### src/rtl/qenc_pkg.sv
// Shared types, constants and helper functions of the quadrature encoder block.
package qenc_pkg;

    localparam int ENCODER_COUNT = 32;
    localparam int HISTORY_DEPTH = 4;
    localparam int ENC_AW = $clog2(ENCODER_COUNT);
    localparam int FIFO_DEPTH = 4;
    localparam int FIFO_AW = $clog2(FIFO_DEPTH);
    localparam int FIFO_CW = $clog2(FIFO_DEPTH + 1);
    localparam int APB_AW = 4;

    localparam logic [6:0] VAL_MAX = 7'd127;
    localparam logic [6:0] VAL_MID = 7'd64;
    localparam logic [6:0] VAL_MIN = 7'd0;
    localparam logic [1:0] PHASE_ALL_ONES = 2'h3;
    localparam logic [1:0] PHASE_ZERO = 2'h0;
    localparam logic [1:0] GRAY_FWD = 2'd1;
    localparam logic [1:0] GRAY_BWD = 2'd3;
    localparam logic KIND_ENCODER = 1'b0;
    localparam logic KIND_BUTTON = 1'b1;

    typedef enum logic [1:0] {
        REG_DETENT_ONLY       = 2'd0,
        REG_BUTTON_MULTIPLIES = 2'd1,
        REG_ABSOLUTE_MODE     = 2'd2,
        REG_STEP_MULTIPLIER   = 2'd3
    } reg_idx_t;

    typedef struct packed {
        logic [4:0] encoder_index;
        logic [1:0] quad_phase;
        logic       button_raw;
    } in_item_t;

    typedef struct packed {
        logic       event_kind;
        logic [4:0] event_encoder;
        logic [6:0] event_value;
        logic       last_of_run;
    } out_item_t;

    typedef struct packed {
        logic       detent_only;
        logic       button_multiplies;
        logic       absolute_mode;
        logic [6:0] step_multiplier;
    } cfg_t;

    typedef struct packed {
        logic [HISTORY_DEPTH-1:0][1:0] phist;
        logic [HISTORY_DEPTH-1:0]      bhist;
        logic [1:0]                    acc_phase;
        logic                          acc_button;
        logic [6:0]                    abs_value;
    } ent_t;

    localparam int ENT_W = $bits(ent_t);

    localparam ent_t ENT_RESET = '{
        phist:      {HISTORY_DEPTH{PHASE_ALL_ONES}},
        bhist:      {HISTORY_DEPTH{1'b1}},
        acc_phase:  PHASE_ALL_ONES,
        acc_button: 1'b1,
        abs_value:  VAL_MIN
    };

    typedef struct packed {
        logic      any;
        logic      two;
        out_item_t r0;
        out_item_t r1;
    } res_t;

    function automatic logic [1:0] gray_pos(input logic [1:0] p);
        return {p[1], p[1] ^ p[0]};
    endfunction

    function automatic logic [1:0] gray_dist(input logic [1:0] from, input logic [1:0] to);
        return gray_pos(to) - gray_pos(from);
    endfunction

endpackage

### src/rtl/qenc_ram.sv
// Generic single-port-write, single-port-read RAM with registered read data.
module qenc_ram #(
    parameter int WIDTH = 8,
    parameter int DEPTH = 32
) (
    input  logic                     clk,
    input  logic                     we,
    input  logic [$clog2(DEPTH)-1:0] waddr,
    input  logic [WIDTH-1:0]         wdata,
    input  logic                     re,
    input  logic [$clog2(DEPTH)-1:0] raddr,
    output logic [WIDTH-1:0]         rdata
);

    logic [WIDTH-1:0] mem [DEPTH];

    always_ff @(posedge clk)
    begin
        if (we)
        begin
            mem[waddr] <= wdata;
        end
        if (re)
        begin
            rdata <= mem[raddr];
        end
    end

endmodule

### src/rtl/qenc_update.sv
// Per-encoder state update: debounce, Gray decode, step scaling and event forming.
module qenc_update (
    input  qenc_pkg::ent_t     cur,
    input  qenc_pkg::in_item_t item,
    input  qenc_pkg::cfg_t     cfg,
    output qenc_pkg::ent_t     nxt,
    output qenc_pkg::res_t     res
);
    import qenc_pkg::*;

    logic       psame;
    logic       bsame;
    logic [1:0] ring_delta;
    logic       has_step;
    logic       fwd;
    logic [6:0] mag;
    logic [7:0] up_sum;
    logic [6:0] step_val;
    logic       enc_ev;
    logic       btn_ev;
    out_item_t  enc_item;
    out_item_t  btn_item;

    always_comb
    begin
        nxt = cur;
        nxt.phist[0] = item.quad_phase;
        nxt.bhist[0] = item.button_raw;
        psame = 1'b1;
        bsame = 1'b1;
        for (int i = 1; i < HISTORY_DEPTH; i++)
        begin
            nxt.phist[i] = cur.phist[i-1];
            nxt.bhist[i] = cur.bhist[i-1];
            if (cur.phist[i-1] != item.quad_phase)
            begin
                psame = 1'b0;
            end
            if (cur.bhist[i-1] != item.button_raw)
            begin
                bsame = 1'b0;
            end
        end

        ring_delta = gray_dist(cur.acc_phase, item.quad_phase);
        fwd = (ring_delta == GRAY_FWD);
        has_step = (ring_delta == GRAY_FWD) || (ring_delta == GRAY_BWD);
        mag = (cfg.button_multiplies && !cur.acc_button) ? cfg.step_multiplier : 7'd1;

        if (cfg.absolute_mode)
        begin
            up_sum = {1'b0, cur.abs_value} + {1'b0, mag};
            if (fwd)
            begin
                step_val = up_sum[7] ? VAL_MAX : up_sum[6:0];
            end
            else
            begin
                step_val = (mag > cur.abs_value) ? VAL_MIN : cur.abs_value - mag;
            end
        end
        else
        begin
            up_sum = {1'b0, VAL_MID} + {1'b0, mag};
            if (fwd)
            begin
                step_val = up_sum[7] ? VAL_MAX : up_sum[6:0];
            end
            else
            begin
                step_val = (mag > VAL_MID) ? VAL_MIN : VAL_MID - mag;
            end
        end

        enc_ev = 1'b0;
        if (psame && (item.quad_phase != cur.acc_phase))
        begin
            nxt.acc_phase = item.quad_phase;
            if ((!cfg.detent_only || item.quad_phase == PHASE_ZERO
                 || item.quad_phase == PHASE_ALL_ONES) && has_step)
            begin
                if (cfg.absolute_mode)
                begin
                    if (step_val != cur.abs_value)
                    begin
                        enc_ev = 1'b1;
                        nxt.abs_value = step_val;
                    end
                end
                else
                begin
                    enc_ev = 1'b1;
                end
            end
        end

        btn_ev = 1'b0;
        if (bsame && (item.button_raw != cur.acc_button))
        begin
            nxt.acc_button = item.button_raw;
            btn_ev = !cfg.button_multiplies;
        end

        enc_item.event_kind = KIND_ENCODER;
        enc_item.event_encoder = item.encoder_index;
        enc_item.event_value = step_val;
        enc_item.last_of_run = !btn_ev;

        btn_item.event_kind = KIND_BUTTON;
        btn_item.event_encoder = item.encoder_index;
        btn_item.event_value = item.button_raw ? VAL_MIN : VAL_MAX;
        btn_item.last_of_run = 1'b1;

        res.any = enc_ev || btn_ev;
        res.two = enc_ev && btn_ev;
        res.r0 = enc_ev ? enc_item : btn_item;
        res.r1 = btn_item;
    end

endmodule

### src/rtl/qenc_out_fifo.sv
// Output queue of result pairs, drained one item at a time.
module qenc_out_fifo (
    input  logic                          clk,
    input  logic                          rst_n,
    input  logic                          push,
    input  qenc_pkg::res_t                push_data,
    output logic                          valid,
    input  logic                          ready,
    output qenc_pkg::out_item_t           item,
    output logic [qenc_pkg::FIFO_CW-1:0]  count
);
    import qenc_pkg::*;

    res_t               store [FIFO_DEPTH];
    logic [FIFO_AW-1:0] wr_ptr_reg;
    logic [FIFO_AW-1:0] wr_ptr_next;
    logic [FIFO_AW-1:0] rd_ptr_reg;
    logic [FIFO_AW-1:0] rd_ptr_next;
    logic [FIFO_CW-1:0] count_reg;
    logic [FIFO_CW-1:0] count_next;
    logic               half_reg;
    logic               half_next;
    logic               pop;
    logic               take;
    res_t               head;

    assign head = store[rd_ptr_reg];
    assign valid = (count_reg != '0);
    assign item = half_reg ? head.r1 : head.r0;
    assign count = count_reg;
    assign take = valid && ready;
    assign pop = take && (half_reg || !head.two);

    always_comb
    begin
        wr_ptr_next = wr_ptr_reg;
        rd_ptr_next = rd_ptr_reg;
        half_next = half_reg;
        count_next = count_reg;
        if (push)
        begin
            wr_ptr_next = (wr_ptr_reg == FIFO_AW'(FIFO_DEPTH - 1)) ? '0 : wr_ptr_reg + 1'b1;
        end
        if (take)
        begin
            half_next = !pop;
        end
        if (pop)
        begin
            rd_ptr_next = (rd_ptr_reg == FIFO_AW'(FIFO_DEPTH - 1)) ? '0 : rd_ptr_reg + 1'b1;
        end
        if (push && !pop)
        begin
            count_next = count_reg + 1'b1;
        end
        else if (pop && !push)
        begin
            count_next = count_reg - 1'b1;
        end
    end

    always_ff @(posedge clk or negedge rst_n)
    begin
        if (!rst_n)
        begin
            wr_ptr_reg <= '0;
            rd_ptr_reg <= '0;
            count_reg <= '0;
            half_reg <= 1'b0;
        end
        else
        begin
            wr_ptr_reg <= wr_ptr_next;
            rd_ptr_reg <= rd_ptr_next;
            count_reg <= count_next;
            half_reg <= half_next;
        end
    end

    always_ff @(posedge clk)
    begin
        if (push)
        begin
            store[wr_ptr_reg] <= push_data;
        end
    end

    a_no_overflow: assert property (@(posedge clk) disable iff (!rst_n)
        push |-> (count_reg < FIFO_CW'(FIFO_DEPTH)) || pop)
        else $error("Output queue written while full.");

    a_pair_holds: assert property (@(posedge clk) disable iff (!rst_n)
        (take && head.two && !half_reg) |=> (valid && half_reg && item.event_kind == KIND_BUTTON))
        else $error("Second item of a pair was lost.");

endmodule

### src/rtl/quadrature_encoder_to_control.sv
// Top level of the quadrature encoder decoder with debounce and control event output.
//
// The block accepts one encoder sample item per clock cycle as long as the four-entry output
// queue has room, and each item yields zero, one or two event items. An accepted item reads its
// encoder's state entry from a synchronous RAM in the cycle it is accepted, is evaluated and
// written back at the end of the next cycle, and its events enter the output queue at that edge,
// from which the first event is offered. Back-to-back items for the same encoder use a forwarding
// path around the RAM. Sustained rate is one item per cycle when each item yields at most one
// event and the consumer is always ready; an item with two events is drained from the output
// queue as two separate items. No clearing pass is needed after reset: per-encoder valid flags
// make unwritten entries read as their reset state.
module quadrature_encoder_to_control (
    input  logic                            clk,
    input  logic                            rst_n,
    input  logic                            enc_valid,
    output logic                            enc_ready,
    input  qenc_pkg::in_item_t              enc_item,
    output logic                            evt_valid,
    input  logic                            evt_ready,
    output qenc_pkg::out_item_t             evt_item,
    input  logic                            psel,
    input  logic                            penable,
    input  logic                            pwrite,
    input  logic [qenc_pkg::APB_AW-1:0]     paddr,
    input  logic [31:0]                     pwdata,
    output logic [31:0]                     prdata,
    output logic                            pready
);
    import qenc_pkg::*;

    cfg_t               cfg_reg;
    cfg_t               cfg_next;
    reg_idx_t           reg_idx;
    logic               cfg_wr;

    logic               accept;
    logic [ENC_AW-1:0]  raddr;
    logic               in_range;
    logic [ENC_AW-1:0]  s1_addr;
    logic [ENT_W-1:0]   ram_rdata;

    logic               s1_valid_reg;
    in_item_t           s1_item_reg;
    logic               s1_vld_reg;
    logic               s1_fwd_reg;
    ent_t               s1_fwd_data_reg;
    logic [ENCODER_COUNT-1:0] vld_reg;
    logic [ENCODER_COUNT-1:0] vld_next;

    ent_t               cur;
    ent_t               nxt;
    res_t               res;
    logic [FIFO_CW-1:0] fifo_count;

    assign pready = 1'b1;
    assign reg_idx = reg_idx_t'(paddr[APB_AW-1:2]);
    assign cfg_wr = psel && penable && pwrite;

    always_comb
    begin
        cfg_next = cfg_reg;
        prdata = '0;
        unique case (reg_idx)
            REG_DETENT_ONLY:
            begin
                prdata[0] = cfg_reg.detent_only;
                if (cfg_wr)
                begin
                    cfg_next.detent_only = pwdata[0];
                end
            end
            REG_BUTTON_MULTIPLIES:
            begin
                prdata[0] = cfg_reg.button_multiplies;
                if (cfg_wr)
                begin
                    cfg_next.button_multiplies = pwdata[0];
                end
            end
            REG_ABSOLUTE_MODE:
            begin
                prdata[0] = cfg_reg.absolute_mode;
                if (cfg_wr)
                begin
                    cfg_next.absolute_mode = pwdata[0];
                end
            end
            REG_STEP_MULTIPLIER:
            begin
                prdata[6:0] = cfg_reg.step_multiplier;
                if (cfg_wr)
                begin
                    cfg_next.step_multiplier = pwdata[6:0];
                end
            end
        endcase
    end

    assign enc_ready = (32'(fifo_count) + 32'(s1_valid_reg)) < FIFO_DEPTH;
    assign accept = enc_valid && enc_ready;
    assign raddr = ENC_AW'(enc_item.encoder_index);
    assign in_range = 32'(enc_item.encoder_index) < ENCODER_COUNT;
    assign s1_addr = ENC_AW'(s1_item_reg.encoder_index);

    always_comb
    begin
        if (s1_fwd_reg)
        begin
            cur = s1_fwd_data_reg;
        end
        else if (s1_vld_reg)
        begin
            cur = ent_t'(ram_rdata);
        end
        else
        begin
            cur = ENT_RESET;
        end
    end

    always_comb
    begin
        vld_next = vld_reg;
        if (s1_valid_reg)
        begin
            vld_next[s1_addr] = 1'b1;
        end
    end

    always_ff @(posedge clk or negedge rst_n)
    begin
        if (!rst_n)
        begin
            cfg_reg <= '{detent_only: 1'b1, button_multiplies: 1'b1,
                         absolute_mode: 1'b0, step_multiplier: 7'd8};
            s1_valid_reg <= 1'b0;
            s1_vld_reg <= 1'b0;
            s1_fwd_reg <= 1'b0;
            vld_reg <= '0;
        end
        else
        begin
            cfg_reg <= cfg_next;
            s1_valid_reg <= accept && in_range;
            s1_vld_reg <= vld_reg[raddr];
            s1_fwd_reg <= s1_valid_reg && (s1_addr == raddr);
            vld_reg <= vld_next;
        end
    end

    always_ff @(posedge clk)
    begin
        if (accept)
        begin
            s1_item_reg <= enc_item;
            s1_fwd_data_reg <= nxt;
        end
    end

    qenc_ram #(
        .WIDTH (ENT_W),
        .DEPTH (ENCODER_COUNT)
    ) u_state_ram (
        .clk   (clk),
        .we    (s1_valid_reg),
        .waddr (s1_addr),
        .wdata (ENT_W'(nxt)),
        .re    (accept),
        .raddr (raddr),
        .rdata (ram_rdata)
    );

    qenc_update u_update (
        .cur  (cur),
        .item (s1_item_reg),
        .cfg  (cfg_reg),
        .nxt  (nxt),
        .res  (res)
    );

    qenc_out_fifo u_out_fifo (
        .clk       (clk),
        .rst_n     (rst_n),
        .push      (s1_valid_reg && res.any),
        .push_data (res),
        .valid     (evt_valid),
        .ready     (evt_ready),
        .item      (evt_item),
        .count     (fifo_count)
    );

    a_forward_same_entry: assert property (@(posedge clk) disable iff (!rst_n)
        (accept && s1_valid_reg && s1_addr == raddr) |=> s1_fwd_reg)
        else $error("Back-to-back item for one encoder missed the forwarding path.");

    a_pair_order: assert property (@(posedge clk) disable iff (!rst_n)
        (s1_valid_reg && res.two) |-> (res.r0.event_kind == KIND_ENCODER
            && res.r1.event_kind == KIND_BUTTON && !res.r0.last_of_run))
        else $error("Event pair formed in the wrong order.");

    a_multiplier_mode_quiet: assert property (@(posedge clk) disable iff (!rst_n)
        (s1_valid_reg && res.any && cfg_reg.button_multiplies) |->
            (res.r0.event_kind == KIND_ENCODER && !res.two))
        else $error("Button event produced while the button scales steps.");

endmodule

### config.mk
export PLATFORM = sky130hd
export DESIGN_NAME = quadrature_encoder_to_control
export DESIGN_NICKNAME = d
export VERILOG_FILES = /design/src/rtl/qenc_pkg.sv /design/src/rtl/qenc_ram.sv /design/src/rtl/qenc_update.sv /design/src/rtl/qenc_out_fifo.sv /design/src/rtl/quadrature_encoder_to_control.sv
export SDC_FILE = /design/constraint.sdc
export NUM_CORES = 1
export LEC_CHECK = 0
export ABC_CLOCK_PERIOD_IN_PS = 5240
export BUFFER_PORTS_ARGS = -buffer_cell sky130_fd_sc_hd__buf_2
export CORE_ASPECT_RATIO = 1.4
export CORE_UTILIZATION = 56
export CTS_BUF_LIST = sky130_fd_sc_hd__clkbuf_16
export DETAILED_ROUTE_END_ITERATION = 8
export PLACE_DENSITY = 0.76
export SLEW_MARGIN = 10
export SYNTH_ARGS = -nofsm -noshare
export SYNTH_HDL_FRONTEND = slang
export SYNTH_SLANG_ARGS = --single-unit
### constraint.sdc
create_clock -name clk -period 5.24 [get_ports clk]
set_clock_uncertainty 0.1 [all_clocks]
set_input_delay 0.786 -clock clk [delete_from_list [all_inputs] [get_ports clk]]
set_output_delay 0.786 -clock clk [all_outputs]
set_load 0.005 [all_outputs]
==> Yosys cells after proc, flatten, opt, wreduce, memory -nomap -nowiden <==
Memory sizes are Yosys's and may differ from the RTL's. A register that Yosys moved wholly into a read port is not among the register bits.
Index checks and enable logic that the tools add are counted.
{ "classes": {"n_addsub": 10, "mul": 0, "n_div": 0, "n_lt_le_gt_ge": 6, "eq_ne": 18, "n_shift": 0, "mux": 44, "n_bitwise": 3, "reduce_logical": 35} }
{ "ops": {"columns": ["operator", "n"], "rows": [
  ["$mux W7", 13],
  ["$mux W20", 2],
  ["$or A32 B32 Y32", 1],
  ["$mux W14", 2],
  ["$mux W1", 18],
  ["$logic_and A1 B1 Y1", 15],
  ["$eq A2 B2 Y1 const B", 6],
  ["$lt A5 B6 Y1 const B", 2],
  ["$add A7 B7 Y8", 1],
  ["$add A7 B7 Y8 const A", 1],
  ["$ne A2 B2 Y1", 4],
  ["$reduce_and A2 Y1", 4],
  ["$gt A7 B7 Y1", 1],
  ["$gt A7 B7 Y1 const B", 1],
  ["$logic_not A1 Y1", 7],
  ["$ne A7 B7 Y1", 1],
  ["$sub A7 B7 Y7", 1],
  ["$sub A7 B7 Y7 const A", 1],
  ["$mux W2", 3],
  ["$mux W3", 2],
  ["$mux W6", 1],
  ["$bmux W1 S5", 1],
  ["$demux W1 S5", 1],
  ["$eq A5 B5 Y1", 1],
  ["other kinds (15)", 26]
]} }
{ "word_totals": {"regBits": 81, "latch_bits": 0, "ramBits": 816, "rom_bits": 0, "out_inout_bits": 49, "n_memories": 2} }
{ "mem_list": {"columns": ["memory", "depth", "word_bits", "rd", "rd_clocked_by_memory_dff", "write_ports", "line", "source"], "rows": [
  ["u_state_ram.mem", 32, 22, 1, 1, 1, "qenc_ram.sv:15", "logic [WIDTH-1:0] mem [DEPTH];"],
  ["u_out_fifo.store", 4, 28, 1, 0, 1, "qenc_out_fifo.sv:14", "res_t store [FIFO_DEPTH];"]
]} }

==> Depth between registers and ports, before layout <==
{ "depth": {"depth_word": 20, "ltp_mapped": 23} }

==> Modules after synthesis <==
A second synthesis with hierarchy kept.
{ "hier_totals": {"hier_cells": 2413, "area_unflattened_um2": 38779.7} }
{ "by_module_without_submodules": {"columns": ["module", "n_inst", "cells_per_inst", "area_per_inst_um2", "seq_area_each_um2"], "rows": [
  ["qenc_ram", 1, 1550, 28205.8, 21800.9],
  ["qenc_out_fifo", 1, 248, 4889.7, 3683.5],
  ["quadrature_encoder_to_control", 1, 294, 3507.1, 2030.7],
  ["qenc_update", 1, 321, 2177.1, 0.0]
]} }

==> Worst setup path before layout <==
No wires, ideal clock.
{ "synth_path": {"path_type": "flip-flop to flip-flop", "startpoint": "reg s1_fwd_reg", "endpoint": "reg s1_fwd_data_reg[1] (netlist name), data pin", "setup_time_ns": 0.390, "t_arrival_ns": 4.916, "slack_ns": -0.167, "path_stages_with_launch": 17, "n_path_buf": 1, "synth_period_minus_slack_ns": 5.407, "cell_sequence": "dfrtp_1 buf_6 and2b_1 a22oi_1 ha_1 inv_1 fa_1 nor2b_1 o21a_1 or3_1 o211ai_1 nor2_1 o31a_1 a2111oi_2 nand4_2 o211ai_2 mux2i_1"} }
{ "synth_lines": {"columns": ["element", "line", "source"], "rows": [
  ["from (decl)", "quadrature_encoder_to_control.sv:45", "logic s1_fwd_reg;"],
  ["from (signal assigned)", "quadrature_encoder_to_control.sv:146", "s1_fwd_reg <= s1_valid_reg && (s1_addr == raddr);"],
  ["to (signal assigned)", "quadrature_encoder_to_control.sv:156", "s1_fwd_data_reg <= nxt;"],
  ["to (decl)", "quadrature_encoder_to_control.sv:46", "ent_t s1_fwd_data_reg;"]
]} }

==> summary.md <==
| Metric | Value |
|---|---|
| Residual DRC count | 2 |
| Pins Over Slew Limit | 0 |
| Post-DR wirelength/cell | roughly 30 um |
| Initial Util | 56.5% |
| Critical path launch point type | register |
| Area growth from synthesis to layout | 13.6% |
| Unrepaired setup endpoints after global routing | true |
| Max FFs per register | 608 |
| Top post-synthesis cells by area | edfxtp_1 (68%), mux4_2 (15%), dfrtp_1 (3.9%) |
| Vias | ~16000 |
| Status | finished, violations left |
| Root Driver | clkbuf_16 |
| Clock transition at the registers of the reported paths | 60 ps |
| Hold_buf cts | 0 |
| Post-route ant nets | 0 |
| CTS buffer count | 69 |
| Final instance area | 36200 um^2 |
| Max clock buf depth | 3 |
| Layout cells sized above 1 | 35.2% |
| Post-synth top flop | edfxtp_1 |
| Slew HR | 30.8% |
| CTS Sinks | between 700 and 800 |
| Worst vdd ir | 0.000279 V |
| Mapped cell area | around 32000 um^2 |
| Synth Area in Simple Gates | around 4.2% |
| Grt ovf | 0 |
| Worst skew pair latency | 620 ps |
| FMAX | 0.194 GHz |
| Synth Area in Compound Gates | 2.90% |
| Die height | ~280 um |
| Global-route wire length before repair | 111000 um |
| Post-synthesis mux area share | roughly 17% |
| Slew at the pin closest to its max-slew limit | 1040 ps |
| Tmin final | 5160 ps |
| Storage element area | 22900 um^2 |
| Seq/Total Area, Yosys | a little under three quarters |
| Drt first pass iters | 8 |
| Synth Area per Inst | slightly below 20 um^2 |
| Leak | 0.0121 uW |
| # H-tree levels | 3 |
| Core footprint | 56300 um^2 |
| Hold WC Path Type | primary input to asynchronous set/reset pin |
| Crit share post-route | 98.4% |
| Hold Fails Final Rpt | 0 |
| Synth Instances | roughly 1600 |
| Vias in the first global route | 17044 |
| Crit Path Max Fanout | 33 |
| Main combinational cell family by area after synthesis | multiplexers |
| Critical Path AT | around 5300 ps |
| Vias per std cell | 6.43 |
| CP Capture Type | register |
| GR Util All Layers | 27.1% |
| Post-synthesis xor/xnor area fraction | 0.700% |
| Yosys cell types | 91 |
| Total of max-cap violations | 0 |
| Nets | around 1900 |
| Failing checks | DRC |
| Yosys top cell area share | 67.7% |
| Fillers | ~3600 |
| PwrDens | 456 nW/um^2 |
| Final setup fails | 0 |
| DPL Wire Length | 43700 um |
| Die ar. | 57800 um^2 |
| Total I/O pin count | 100 |
| Req. time, crit path | ~5400 ps |
| Initial antenna violation count | 1 |
| #FFs+latches synth | ~770 |
| Placement Cell Area | 33800 um^2 |
| Most frequent cell after synthesis | edfxtp_1 |
| Async set-or-reset flop fraction in the synthesized netlist | under 10% |
| Synth Area in Adders | 1.13% |
| Port bufs | 46 |
| GP Congestion | just under 0.9 |
| Post-synth EDFFs | 718 |
| Row count | 103 |
| Die X-Extent | 204 um |
| Largest net degree at the start of global routing | 62 |
| Multi-input logic area | 8640 um^2 |
| N_diodes | 0 |
| YS warnings | 0 |
| Final WL | 76500 um |
| Area leader, netlist | edfxtp_1 |
| Crit Path Class | register to register |
| Initial DRC count | 1796 |
| Power Total | 16500 uW |
| CTS tree | done |
| Commonest cells post-synth | edfxtp_1 (718), mux4_2 (217), nor2_1 (67) |
-- kinds of logic (layout without fill, tap and decap cells) --
logic type / after synthesis / after routing
AND/OR/NAND/NOR: 249 / 249
flip-flops: 771 / 771
multiplexers: 265 / 265
adder cells (fa/ha/maj): 27 / 27
other: 2 / 26
XOR/XNOR: 22 / 22
AO/OA/AOI/OAI: 124 / 124
buffers and inverters: 149 / 348
-- critical path: stages, from the launching register on --
cell       delay [ps]
dfrtp_1           390
buf_4             160
buf_4             160
nor3b_4           230
a21oi_4            80
xnor2_1           190
ha_2              200
xnor3_2           440
nor2_1            460
o311a_1           380
nand3_1           170
a2111oi_4         480
nand4_4           180
buf_4             170
o211ai_2          290
mux2_2            740
-- routing by layer --
layer,vias to the layer above,wire length [um],global-route usage [%],share of wire (%)
li1,6843,-,-,-
met1,8657,26100,32.5,34
met3,170,5180,3.65,6.8
met4,0,3890,13.5,5.1
met5,-,0,0,0
met2,824,41300,48.1,54
-- repair_timing --
| action | in CTS | in global routing |
|---|---|---|
| endpoints found under the setup margin | 1 | 84 |
| pin swaps | 1 | 5 |
| cloned | 0 | 0 |
| gates resized for setup | 4 | 17 |
| setup buffers | 0 | 2 |
-- power breakdown --
part	internal (uW)	switching (uW)
clock	2640	2250
combinational	1530	2240
sequential	7580	246
-- placed cells by master (no fill, tap or decap), drive strengths merged, types with 6 or more instances in the layout --
master	count
edfxtp	718
mux4	217
buf	179
clkbuf	69
nor2	67
inv	64
nand2	52
dfrtp	50
or2	38
mux2	35
clkinv	29
conb	26
ha	24
a21oi	22
o21ai	21
xnor2	16
nand3	15
nor3	14
mux2i	13
o22ai	10
a31oi	10
or3	8
nand2b	8
nand3b	8
nand4	6
-- per-stage QoR --
stage | cells | hold WS [ps] | util, % | TNS, ps | setup WS [ps]
after detailed placement | 2444 | 350 | 60.1 | -80.4 | -80.4
after CTS | 2565 | 248 | 64.0 | 0 | 24.0
final | 2567 | 234 | 64.2 | 0 | 82.9
after floorplan | 1633 | 334 | - | -11010 | -167
after global placement | 2444 | 346 | 60.1 | -19.6 | -19.6
after global routing | 2567 | 254 | 64.2 | -3280 | -97.6
-- final cells by class --
type,count,share of cell area [%]
clock buffers,69,4.77
clock inverters,52,1.26
inverters,48,0.509
multi-input cells,713,23.9
flip-flops and latches,771,63.3
well taps,735,2.54
repair buffers,179,3.73
-- final timing paths --
kind,from,depth (start not counted),slack [ps],endpoint
setup / recovery,s1_fwd_reg,15,80,u_state_ram.mem[14][3]
hold / removal,rst_n,2,230,u_out_fifo.count[2]
setup reg to reg,s1_fwd_reg,15,80,u_state_ram.mem[14][3]
hold reg to reg,vld_reg[18],1,370,vld_reg[18]
max in group asynchronous,rst_n,2,4240,vld_reg[15]
min in group clk,enc_item[2],1,270,s1_item_reg[2]
No activity file was read; power rests on OpenSTA's default activity.
